<file path="config.mk">
export PLATFORM = sky130hd
export DESIGN_NAME = first_fit_page_allocator
export DESIGN_NICKNAME = d
export VERILOG_FILES = /design/src/rtl/ffpa_pkg.sv /design/src/rtl/ffpa_table.sv /design/src/rtl/ffpa_div.sv /design/src/rtl/ffpa_regs.sv /design/src/rtl/first_fit_page_allocator.sv
export SDC_FILE = /design/constraint.sdc
export NUM_CORES = 1
export LEC_CHECK = 0
export BUFFER_PORTS_ARGS = -buffer_cell sky130_fd_sc_hd__clkbuf_2
export CAP_MARGIN = 20
export CORE_UTILIZATION = 63
export CTS_CLUSTER_SIZE = 40
export DETAILED_ROUTE_END_ITERATION = 8
export PLACE_DENSITY = 0.84
export SYNTH_ARGS = -nofsm -noshare
export SYNTH_HDL_FRONTEND = slang
export SYNTH_SLANG_ARGS = --single-unit
export TNS_END_PERCENT = 30
</file>
<file path="constraint.sdc">
create_clock -name clk -period 19.2 [get_ports clk]
set_input_delay 0.96 -clock clk [delete_from_list [all_inputs] [get_ports clk]]
set_output_delay 0.96 -clock clk [all_outputs]
set_load 0.03 [all_outputs]
</file>
<file path="src/rtl/ffpa_pkg.sv">
// Package of the first-fit page allocator: sizes, codes, transaction types and states.
// It depends on nothing; every module file of the block imports it.
package ffpa_pkg;

  localparam int NUM_PAGES = 64;
  localparam int IDX_W     = $clog2(NUM_PAGES);
  localparam int ENT_W     = $clog2(NUM_PAGES + 1);
  localparam int POS_W     = $clog2(2 * NUM_PAGES);
  localparam int PS_W      = 13;
  localparam int BYTES_W   = 20;
  localparam int ADR_W     = 32;
  localparam int LIM_W     = PS_W + IDX_W;
  localparam int CFG_AW    = 3;
  localparam int CFG_DW    = 32;
  localparam int REG_IDX_W = CFG_AW - 2;

  localparam logic [PS_W-1:0] PG_BYTES_RST = PS_W'(64);

  typedef enum logic [1:0] {
    ST_OK          = 2'd0,
    ST_NO_SPACE    = 2'd1,
    ST_BAD_ADDRESS = 2'd2
  } status_t;

  typedef enum logic {
    OP_ALLOC = 1'b0,
    OP_FREE  = 1'b1
  } op_t;

  typedef enum logic [REG_IDX_W-1:0] {
    REG_BASE_ADDRESS = 1'b0,
    REG_PG_BYTES     = 1'b1
  } reg_idx_t;

  typedef enum logic [2:0] {
    S_IDLE,
    S_CHECK,
    S_DIV,
    S_SCAN,
    S_COMMIT,
    S_RESP
  } state_t;

  typedef struct packed {
    op_t                operation;
    logic [BYTES_W-1:0] request_bytes;
    logic [ADR_W-1:0]   release_address;
  } in_item_t;

  typedef struct packed {
    status_t          status;
    logic [ADR_W-1:0] block_address;
  } out_item_t;

  typedef struct packed {
    logic             rd_en;
    logic [IDX_W-1:0] rd_addr;
    logic             wr_en;
    logic [IDX_W-1:0] wr_addr;
    logic [ENT_W-1:0] wr_data;
  } tbl_req_t;

endpackage

</file>
<file path="src/rtl/ffpa_table.sv">
// Run table of the page allocator: one synchronous memory with registered read data.
// Per-entry valid bits make every entry read as free after reset. Depends on ffpa_pkg.
module ffpa_table (
  input  logic                         clk,
  input  logic                         rst_n,
  input  ffpa_pkg::tbl_req_t           req,
  output logic [ffpa_pkg::ENT_W-1:0]   rd_data
);
  import ffpa_pkg::*;

  logic [ENT_W-1:0]     mem [NUM_PAGES];
  logic [NUM_PAGES-1:0] vld_r;
  logic [ENT_W-1:0]     rdata_r;
  logic                 rvld_r;

  always_ff @(posedge clk) begin
    if (req.wr_en) begin
      mem[req.wr_addr] <= req.wr_data;
    end
    if (req.rd_en) begin
      rdata_r <= mem[req.rd_addr];
    end
  end

  always_ff @(posedge clk) begin
    if (!rst_n) begin
      vld_r  <= '0;
      rvld_r <= 1'b0;
    end else begin
      if (req.wr_en) begin
        vld_r[req.wr_addr] <= 1'b1;
      end
      if (req.rd_en) begin
        rvld_r <= vld_r[req.rd_addr];
      end
    end
  end

  assign rd_data = rvld_r ? rdata_r : '0;

endmodule

</file>
<file path="src/rtl/ffpa_div.sv">
// Restoring divider that yields one quotient bit per cycle for a page index.
// The dividend must be below divisor times the page count. Depends on ffpa_pkg.
module ffpa_div (
  input  logic                       clk,
  input  logic                       rst_n,
  input  logic                       start,
  input  logic [ffpa_pkg::LIM_W-1:0] dividend,
  input  logic [ffpa_pkg::PS_W-1:0]  divisor,
  output logic                       done,
  output logic [ffpa_pkg::IDX_W-1:0] quotient
);
  import ffpa_pkg::*;

  localparam int STEP_W = $clog2(IDX_W + 1);

  logic [LIM_W-1:0]  rem_r;
  logic [LIM_W-1:0]  dsh_r;
  logic [IDX_W-1:0]  quo_r;
  logic [STEP_W-1:0] step_r;
  logic              active_r;
  logic              done_r;
  logic              ge;

  assign ge = rem_r >= dsh_r;

  always_ff @(posedge clk) begin
    if (!rst_n) begin
      active_r <= 1'b0;
      done_r   <= 1'b0;
      step_r   <= '0;
    end else begin
      done_r <= 1'b0;
      if (start) begin
        active_r <= 1'b1;
        step_r   <= STEP_W'(IDX_W);
      end else if (active_r) begin
        step_r <= step_r - STEP_W'(1);
        if (step_r == STEP_W'(1)) begin
          active_r <= 1'b0;
          done_r   <= 1'b1;
        end
      end
    end
  end

  always_ff @(posedge clk) begin
    if (start) begin
      rem_r <= dividend;
      dsh_r <= LIM_W'(divisor) << (IDX_W - 1);
      quo_r <= '0;
    end else if (active_r) begin
      if (ge) begin
        rem_r <= rem_r - dsh_r;
      end
      dsh_r <= dsh_r >> 1;
      quo_r <= (quo_r << 1) | IDX_W'(ge);
    end
  end

  assign done     = done_r;
  assign quotient = quo_r;

endmodule

</file>
<file path="src/rtl/ffpa_regs.sv">
// Configuration registers of the page allocator behind an APB-style port.
// Holds the region base address and the page size. Depends on ffpa_pkg.
module ffpa_regs (
  input  logic                        clk,
  input  logic                        rst_n,
  input  logic                        psel,
  input  logic                        penable,
  input  logic                        pwrite,
  input  logic [ffpa_pkg::CFG_AW-1:0] paddr,
  input  logic [ffpa_pkg::CFG_DW-1:0] pwdata,
  output logic [ffpa_pkg::CFG_DW-1:0] prdata,
  output logic                        pready,
  output logic [ffpa_pkg::ADR_W-1:0]  base_address,
  output logic [ffpa_pkg::PS_W-1:0]   pg_bytes
);
  import ffpa_pkg::*;

  logic [ADR_W-1:0] base_r;
  logic [PS_W-1:0]  psize_r;
  logic             wr_en;
  reg_idx_t         idx;

  assign pready = 1'b1;
  assign wr_en  = psel && penable && pwrite && pready;
  assign idx    = reg_idx_t'(paddr[CFG_AW-1:2]);

  always_ff @(posedge clk) begin
    if (!rst_n) begin
      base_r  <= '0;
      psize_r <= PG_BYTES_RST;
    end else if (wr_en) begin
      unique case (idx)
        REG_BASE_ADDRESS: base_r  <= pwdata[ADR_W-1:0];
        REG_PG_BYTES:     psize_r <= pwdata[PS_W-1:0];
        default:          base_r  <= base_r;
      endcase
    end
  end

  always_comb begin
    unique case (idx)
      REG_BASE_ADDRESS: prdata = CFG_DW'(base_r);
      REG_PG_BYTES:     prdata = CFG_DW'(psize_r);
      default:          prdata = '0;
    endcase
  end

  assign base_address = base_r;
  assign pg_bytes     = psize_r;

endmodule

</file>
<file path="src/rtl/first_fit_page_allocator.sv">
// First-fit page allocator: a free passes the range check, the divider and the table write; an
// allocate also scans the run table entry by entry and commits the run; out-of-range requests skip to the result.
// One transaction is in work at a time; the next is accepted once the result is registered.
// The run-table read port sets the scan rate; the page index takes a 6-step divider.
// Synchronous active-low reset marks every table entry free and restores the registers.
module first_fit_page_allocator (
  input  logic                        clk,
  input  logic                        rst_n,
  input  logic                        in_valid,
  output logic                        in_ready,
  input  ffpa_pkg::in_item_t          in_payload,
  output logic                        out_valid,
  input  logic                        out_ready,
  output ffpa_pkg::out_item_t         out_payload,
  input  logic                        cfg_psel,
  input  logic                        cfg_penable,
  input  logic                        cfg_pwrite,
  input  logic [ffpa_pkg::CFG_AW-1:0] cfg_paddr,
  input  logic [ffpa_pkg::CFG_DW-1:0] cfg_pwdata,
  output logic [ffpa_pkg::CFG_DW-1:0] cfg_prdata,
  output logic                        cfg_pready
);
  import ffpa_pkg::*;

  logic [ADR_W-1:0]       base_address;
  logic [PS_W-1:0]        pg_bytes;
  logic [PS_W-1:0]        ps_eff;
  logic [LIM_W-1:0]       limit;
  logic                   over;

  state_t                 state_r, state_nxt;
  op_t                    op_r, op_nxt;
  logic [ADR_W-1:0]       dvd_r, dvd_nxt;
  logic [ENT_W-1:0]       need_r, need_nxt;
  logic [ENT_W-1:0]       cont_r, cont_nxt;
  logic [POS_W-1:0]       pos_r, pos_nxt;
  out_item_t              res_r, res_nxt;
  out_item_t              out_r;
  logic                   out_valid_r, out_valid_nxt;
  logic                   out_load;

  tbl_req_t               tbl_req;
  logic [ENT_W-1:0]       tbl_rdata;
  logic                   div_start;
  logic                   div_done;
  logic [IDX_W-1:0]       div_quo;
  logic [POS_W-1:0]       head_full;
  logic [IDX_W-1:0]       head;
  logic [IDX_W+PS_W-1:0]  head_ofs;

  ffpa_regs u_regs (
    .clk          (clk),
    .rst_n        (rst_n),
    .psel         (cfg_psel),
    .penable      (cfg_penable),
    .pwrite       (cfg_pwrite),
    .paddr        (cfg_paddr),
    .pwdata       (cfg_pwdata),
    .prdata       (cfg_prdata),
    .pready       (cfg_pready),
    .base_address (base_address),
    .pg_bytes     (pg_bytes)
  );

  ffpa_table u_table (
    .clk     (clk),
    .rst_n   (rst_n),
    .req     (tbl_req),
    .rd_data (tbl_rdata)
  );

  ffpa_div u_div (
    .clk      (clk),
    .rst_n    (rst_n),
    .start    (div_start),
    .dividend (dvd_r[LIM_W-1:0]),
    .divisor  (ps_eff),
    .done     (div_done),
    .quotient (div_quo)
  );

  assign ps_eff    = (pg_bytes == '0) ? PS_W'(1) : pg_bytes;
  assign limit     = LIM_W'(ps_eff) * LIM_W'(NUM_PAGES);
  assign over      = dvd_r >= ADR_W'(limit);
  assign head_full = pos_r - POS_W'(need_r);
  assign head      = head_full[IDX_W-1:0];
  assign head_ofs  = (IDX_W+PS_W)'(head) * (IDX_W+PS_W)'(ps_eff);

  always_comb begin
    state_nxt = state_r;
    op_nxt    = op_r;
    dvd_nxt   = dvd_r;
    need_nxt  = need_r;
    cont_nxt  = cont_r;
    pos_nxt   = pos_r;
    res_nxt   = res_r;
    in_ready  = 1'b0;
    div_start = 1'b0;
    out_load  = 1'b0;
    tbl_req   = '0;
    unique case (state_r)
      S_IDLE: begin
        in_ready = 1'b1;
        if (in_valid) begin
          op_nxt = in_payload.operation;
          if (in_payload.operation == OP_FREE) begin
            dvd_nxt = in_payload.release_address - base_address;
          end else begin
            dvd_nxt = ADR_W'(in_payload.request_bytes) - ADR_W'(1);
          end
          state_nxt = S_CHECK;
        end
      end
      S_CHECK: begin
        if (over) begin
          res_nxt.status        = (op_r == OP_FREE) ? ST_BAD_ADDRESS : ST_NO_SPACE;
          res_nxt.block_address = '0;
          state_nxt             = S_RESP;
        end else begin
          div_start = 1'b1;
          state_nxt = S_DIV;
        end
      end
      S_DIV: begin
        if (div_done) begin
          if (op_r == OP_FREE) begin
            tbl_req.wr_en         = 1'b1;
            tbl_req.wr_addr       = div_quo;
            tbl_req.wr_data       = '0;
            res_nxt.status        = ST_OK;
            res_nxt.block_address = '0;
            state_nxt             = S_RESP;
          end else begin
            need_nxt        = ENT_W'(div_quo) + ENT_W'(1);
            cont_nxt        = '0;
            pos_nxt         = '0;
            tbl_req.rd_en   = 1'b1;
            tbl_req.rd_addr = '0;
            state_nxt       = S_SCAN;
          end
        end
      end
      S_SCAN: begin
        if (tbl_rdata != '0) begin
          cont_nxt = '0;
          pos_nxt  = pos_r + POS_W'(tbl_rdata);
        end else begin
          cont_nxt = cont_r + ENT_W'(1);
          pos_nxt  = pos_r + POS_W'(1);
        end
        if (cont_nxt == need_r) begin
          state_nxt = S_COMMIT;
        end else if (pos_nxt >= POS_W'(NUM_PAGES)) begin
          res_nxt.status        = ST_NO_SPACE;
          res_nxt.block_address = '0;
          state_nxt             = S_RESP;
        end else begin
          tbl_req.rd_en   = 1'b1;
          tbl_req.rd_addr = pos_nxt[IDX_W-1:0];
        end
      end
      S_COMMIT: begin
        tbl_req.wr_en         = 1'b1;
        tbl_req.wr_addr       = head;
        tbl_req.wr_data       = need_r;
        res_nxt.status        = ST_OK;
        res_nxt.block_address = base_address + ADR_W'(head_ofs);
        state_nxt             = S_RESP;
      end
      S_RESP: begin
        if (!out_valid_r || out_ready) begin
          out_load  = 1'b1;
          state_nxt = S_IDLE;
        end
      end
      default: begin
        state_nxt = S_IDLE;
      end
    endcase
  end

  always_comb begin
    if (out_load) begin
      out_valid_nxt = 1'b1;
    end else if (out_ready) begin
      out_valid_nxt = 1'b0;
    end else begin
      out_valid_nxt = out_valid_r;
    end
  end

  always_ff @(posedge clk) begin
    if (!rst_n) begin
      state_r     <= S_IDLE;
      out_valid_r <= 1'b0;
    end else begin
      state_r     <= state_nxt;
      out_valid_r <= out_valid_nxt;
    end
  end

  always_ff @(posedge clk) begin
    op_r   <= op_nxt;
    dvd_r  <= dvd_nxt;
    need_r <= need_nxt;
    cont_r <= cont_nxt;
    pos_r  <= pos_nxt;
    res_r  <= res_nxt;
    if (out_load) begin
      out_r <= res_r;
    end
  end

  assign out_valid   = out_valid_r;
  assign out_payload = out_r;

endmodule

</file>
==> results.toml <==
[outcome]
outcome = "finished clean"

[drt]
drt-vias-per-instance = 6.473
drtAntennaViolNets = 0
average_detailed_routed_wire_length_per_instance_um = 23.38
post-route-drc-count = 0
first_pass_iters = 7
drt-total-wl_mm = 97.07
detail_route.iter0.violations = 3578
via_count = 26880

[placement]
gpl.final_weighted_congestion = 0.9784
hpwl_mm = 63.39
place.detailed.instances = 4011
place.port_buffers = 160

[clocking]
ctsHtreeMaxLevel = 3
clk_pin_slew_worst_paths_ps = 60
cts_repair_resize_count = 0
clock_tree.root_cell = "sky130_fd_sc_hd__clkbuf_16"
clock_network_latency_to_the_later_pin_of_the_worst_skew_pair_ps = 630
cts.path.max_buffers = 3
cts_tree = "built"
cts-hold-fix-buffers = 0
post-cts-setup-buffers = 0
cts_sinks = 739
cts-buffers-inserted = 75

[timing]
finalClockSkew_ps = 27.23
relSlewSlack_pct = 22.56
finalHoldViolCount = 0
finalSetupViolCount = 0
number_of_slew_limit_violations_in_the_final_report = 0
fin_setup_tns_ps = 0
final.min_clock_period_ps = 8230
grt_setup_unrepaired = "false"
part_of_the_cycle_the_worst_path_needs_pct = 42.86
fmaxAchievable_ghz = 0.1215
worst_pin_slew_ps = 1132

[yosys]
postSynthAreaPerCell_um2 = 11.17
number_of_synthesized_flops_with_an_enable_pin = 609
synth_top_area_cell = "sky130_fd_sc_hd__edfxtp_1"
synth_warnings = 0
synth.area.top_cells = "sky130_fd_sc_hd__edfxtp_1 (51%), sky130_fd_sc_hd__dfxtp_1 (7.2%), sky130_fd_sc_hd__nand2_1 (4.7%), sky130_fd_sc_hd__ha_1 (4.0%), sky130_fd_sc_hd__fa_1 (3.6%)"
synth.yosys.seq_area_share_pct = 58.10
syn_nets = 3492
yosysTopAreaCellShare_pct = 50.86
dominantRegCellSynth = "sky130_fd_sc_hd__edfxtp_1"
syn-instance-count = 3218
synth.top_cells.by_count = "sky130_fd_sc_hd__edfxtp_1 (609), sky130_fd_sc_hd__nand2_1 (446), sky130_fd_sc_hd__nor2_1 (217)"
asyncSetResetFlopFracSynth_pct = 0
synthDistinctLibCells = 83
synth.most_common_cell = "sky130_fd_sc_hd__edfxtp_1"
post_synth_instance_area_um2 = 35950
synth.ff_latch_count = 739

[worst_setup_path]
worstPathRequired_ps = 19530
critical_path.slowest_cell = "sky130_fd_sc_hd__a2111oi_0"
worst-setup-path-type = "reg -> reg"
cp-end-kind = "register"
cp.arrival_ps = 8560
crit_path_max_incr_delay_ps = 1010
type_of_origin_of_the_critical_path = "register"
timing.critical_path.fanout_max = 13

[cells_and_area]
synthToLayoutAreaGrowth_pct = 11.09
fillCellCount = 3768
num-nets-final = 3608
final-instance-count-excl-fill = 4152
post_route_cells_drive_above_1_share_pct = 10.55

[die]
floorplan.die_area_um2 = 58030
chipWidth_um = 240.9
placementRows = 87
dieHeight_um = 240.9
placeable_core_region_um2 = 56390
initial_core_util_pct = 63.76
io_pins = 164

[grt]
grt_use_total_pct = 33.77
first_global_vias = 26510
grt_max_degree = 82
grt_antenna_before_repair = 5
grt_remaining_overflow = 0
global_route_wire_length_before_repair_mm = 148.1

[power_and_ir_drop]
leak_pwr_nw = 14.68
ir_drop_v = 0.00006927
power.density_cell_area_nw_per_um2 = 85.08

[worst_hold_path]
min_path_type = "reg -> reg"

[run]
maxCapViolCount = 0
==> area by class of cell <==
| type | instances | area (um^2) | share of cell area [%] |
|---|---|---|---|
| clock buffers | 100 | 2052 | 5.138 |
| clock inverters | 36 | 377.9 | 0.9461 |
| diodes | 3 | 7.507 | 0.01880 |
| repair buffers | 200 | 1150 | 2.879 |
| inverters | 214 | 803.3 | 2.011 |
| flip-flops and latches | 739 | 20890 | 52.30 |
| well taps | 756 | 945.9 | 2.368 |
| multi-input cells | 2104 | 13710 | 34.34 |
==> through the flow <==
| stage | total power, W | setup slack (ps) | instance area [um^2] | hold WS (ps) | utilization, % |
|---|---|---|---|---|---|
| 2_1_floorplan | 0.001907 | 12470 | 35950 | 400.3 | - |
| 3_3_place_gp | 0.001960 | 11270 | 37400 | 403.0 | 66.32 |
| 3_5_place_dp | 0.001968 | 10870 | 37490 | 405.4 | 66.48 |
| 4_1_cts | 0.003396 | 10810 | 39920 | 418.0 | 70.79 |
| 5_1_grt | 0.003477 | 10520 | 39940 | 419.9 | 70.83 |
| 6_report | 0.003398 | 10970 | 39940 | 418.0 | 70.83 |
==> flip-flops by register name, summed over array words and instances (netlist names) <==
name                 cells
u_div.rem_r             19
res_r                   34
pos_r                    7
u_table.rdata_r          7
out_valid                1
u_table.vld_r           64
out_payload             34
u_div.active_r           1
u_div.quotient           6
u_table.mem            448
u_div.done               1
op_r                     1
u_div.step_r             3
state_r                  3
u_div.dsh_r             18
cont_r                   7
u_table.rvld_r           1
need_r                   7
u_regs.pg_bytes         13
u_regs.base_address     32
dvd_r                   32
==> where the power goes <==
group / total [W] / switching [W] / internal, W
combinational: 0.000173 / 0.000113 / 0.0000591
sequential: 0.00177 / 0.0000146 / 0.00175
clock: 0.00146 / 0.000622 / 0.000837
==> worst paths after layout <==
path                            cells past startpoint  slack (ps)              end       from
worst max-delay path                               27       10970        res_r[27]  need_r[1]
worst min-delay path                                0         420  out_payload[25]  res_r[25]
worst max register to register                     27       10970        res_r[27]  need_r[1]
worst min register to register                      0         420  out_payload[25]  res_r[25]
==> layout by cell type (no fill, tap or decap), types with 18 or more instances in the layout <==
master and instances:
sky130_fd_sc_hd__a21boi_0 50, sky130_fd_sc_hd__a21o_1 39, sky130_fd_sc_hd__a21oi_1 191, sky130_fd_sc_hd__a31oi_1 40, sky130_fd_sc_hd__and2_1 55, sky130_fd_sc_hd__buf_4 36, sky130_fd_sc_hd__clkbuf_1 18, sky130_fd_sc_hd__clkbuf_16 76
sky130_fd_sc_hd__clkbuf_2 159, sky130_fd_sc_hd__dfxtp_1 130, sky130_fd_sc_hd__edfxtp_1 609, sky130_fd_sc_hd__fa_1 65, sky130_fd_sc_hd__ha_1 114, sky130_fd_sc_hd__inv_1 213, sky130_fd_sc_hd__mux2i_1 25, sky130_fd_sc_hd__nand2_1 445
sky130_fd_sc_hd__nand2b_1 32, sky130_fd_sc_hd__nand3_1 134, sky130_fd_sc_hd__nor2_1 209, sky130_fd_sc_hd__nor3_1 60, sky130_fd_sc_hd__o21a_1 79, sky130_fd_sc_hd__o21ai_0 85, sky130_fd_sc_hd__o221ai_1 66, sky130_fd_sc_hd__o22ai_1 90
sky130_fd_sc_hd__xnor2_1 55, sky130_fd_sc_hd__xor2_1 38
==> per-layer routing <==
metal	global-route usage [%]	wire length, um	vias to the layer above
met1	44.47	36280	12930
met4	17.32	5015	4
met3	8.452	11650	339
met5	0	30	-
met2	52.14	44080	1722
li1	-	-	11880
==> cells by family (layout without fill, tap and decap cells) <==
group / count (synthesis) / in the layout / share of synthesized area, %
AOI/OAI and AO/OA: 746 / 746 / 13.74
xor gates and xnor gates: 94 / 94 / 2.328
adders and majority gates: 179 / 179 / 7.586
buffers and inverters: 375 / 550 / 4.148
DFF: 739 / 739 / 58.10
muxes: 26 / 26 / 0.7273
other: 1 / 4 / 0.01043
and+or+nand+nor: 1058 / 1058 / 13.36
==> critical path: cells and delay by family (launching register included) <==
family | cells | cell delay [ps]
adders and majority gates | 6 | 2640
DFF | 1 | 470
AOI/OAI and AO/OA | 8 | 3090
and+or+nand+nor | 6 | 780
xor gates and xnor gates | 2 | 370
buffers and inverters | 5 | 590
Note: power is estimated with default switching activity, not from simulation.
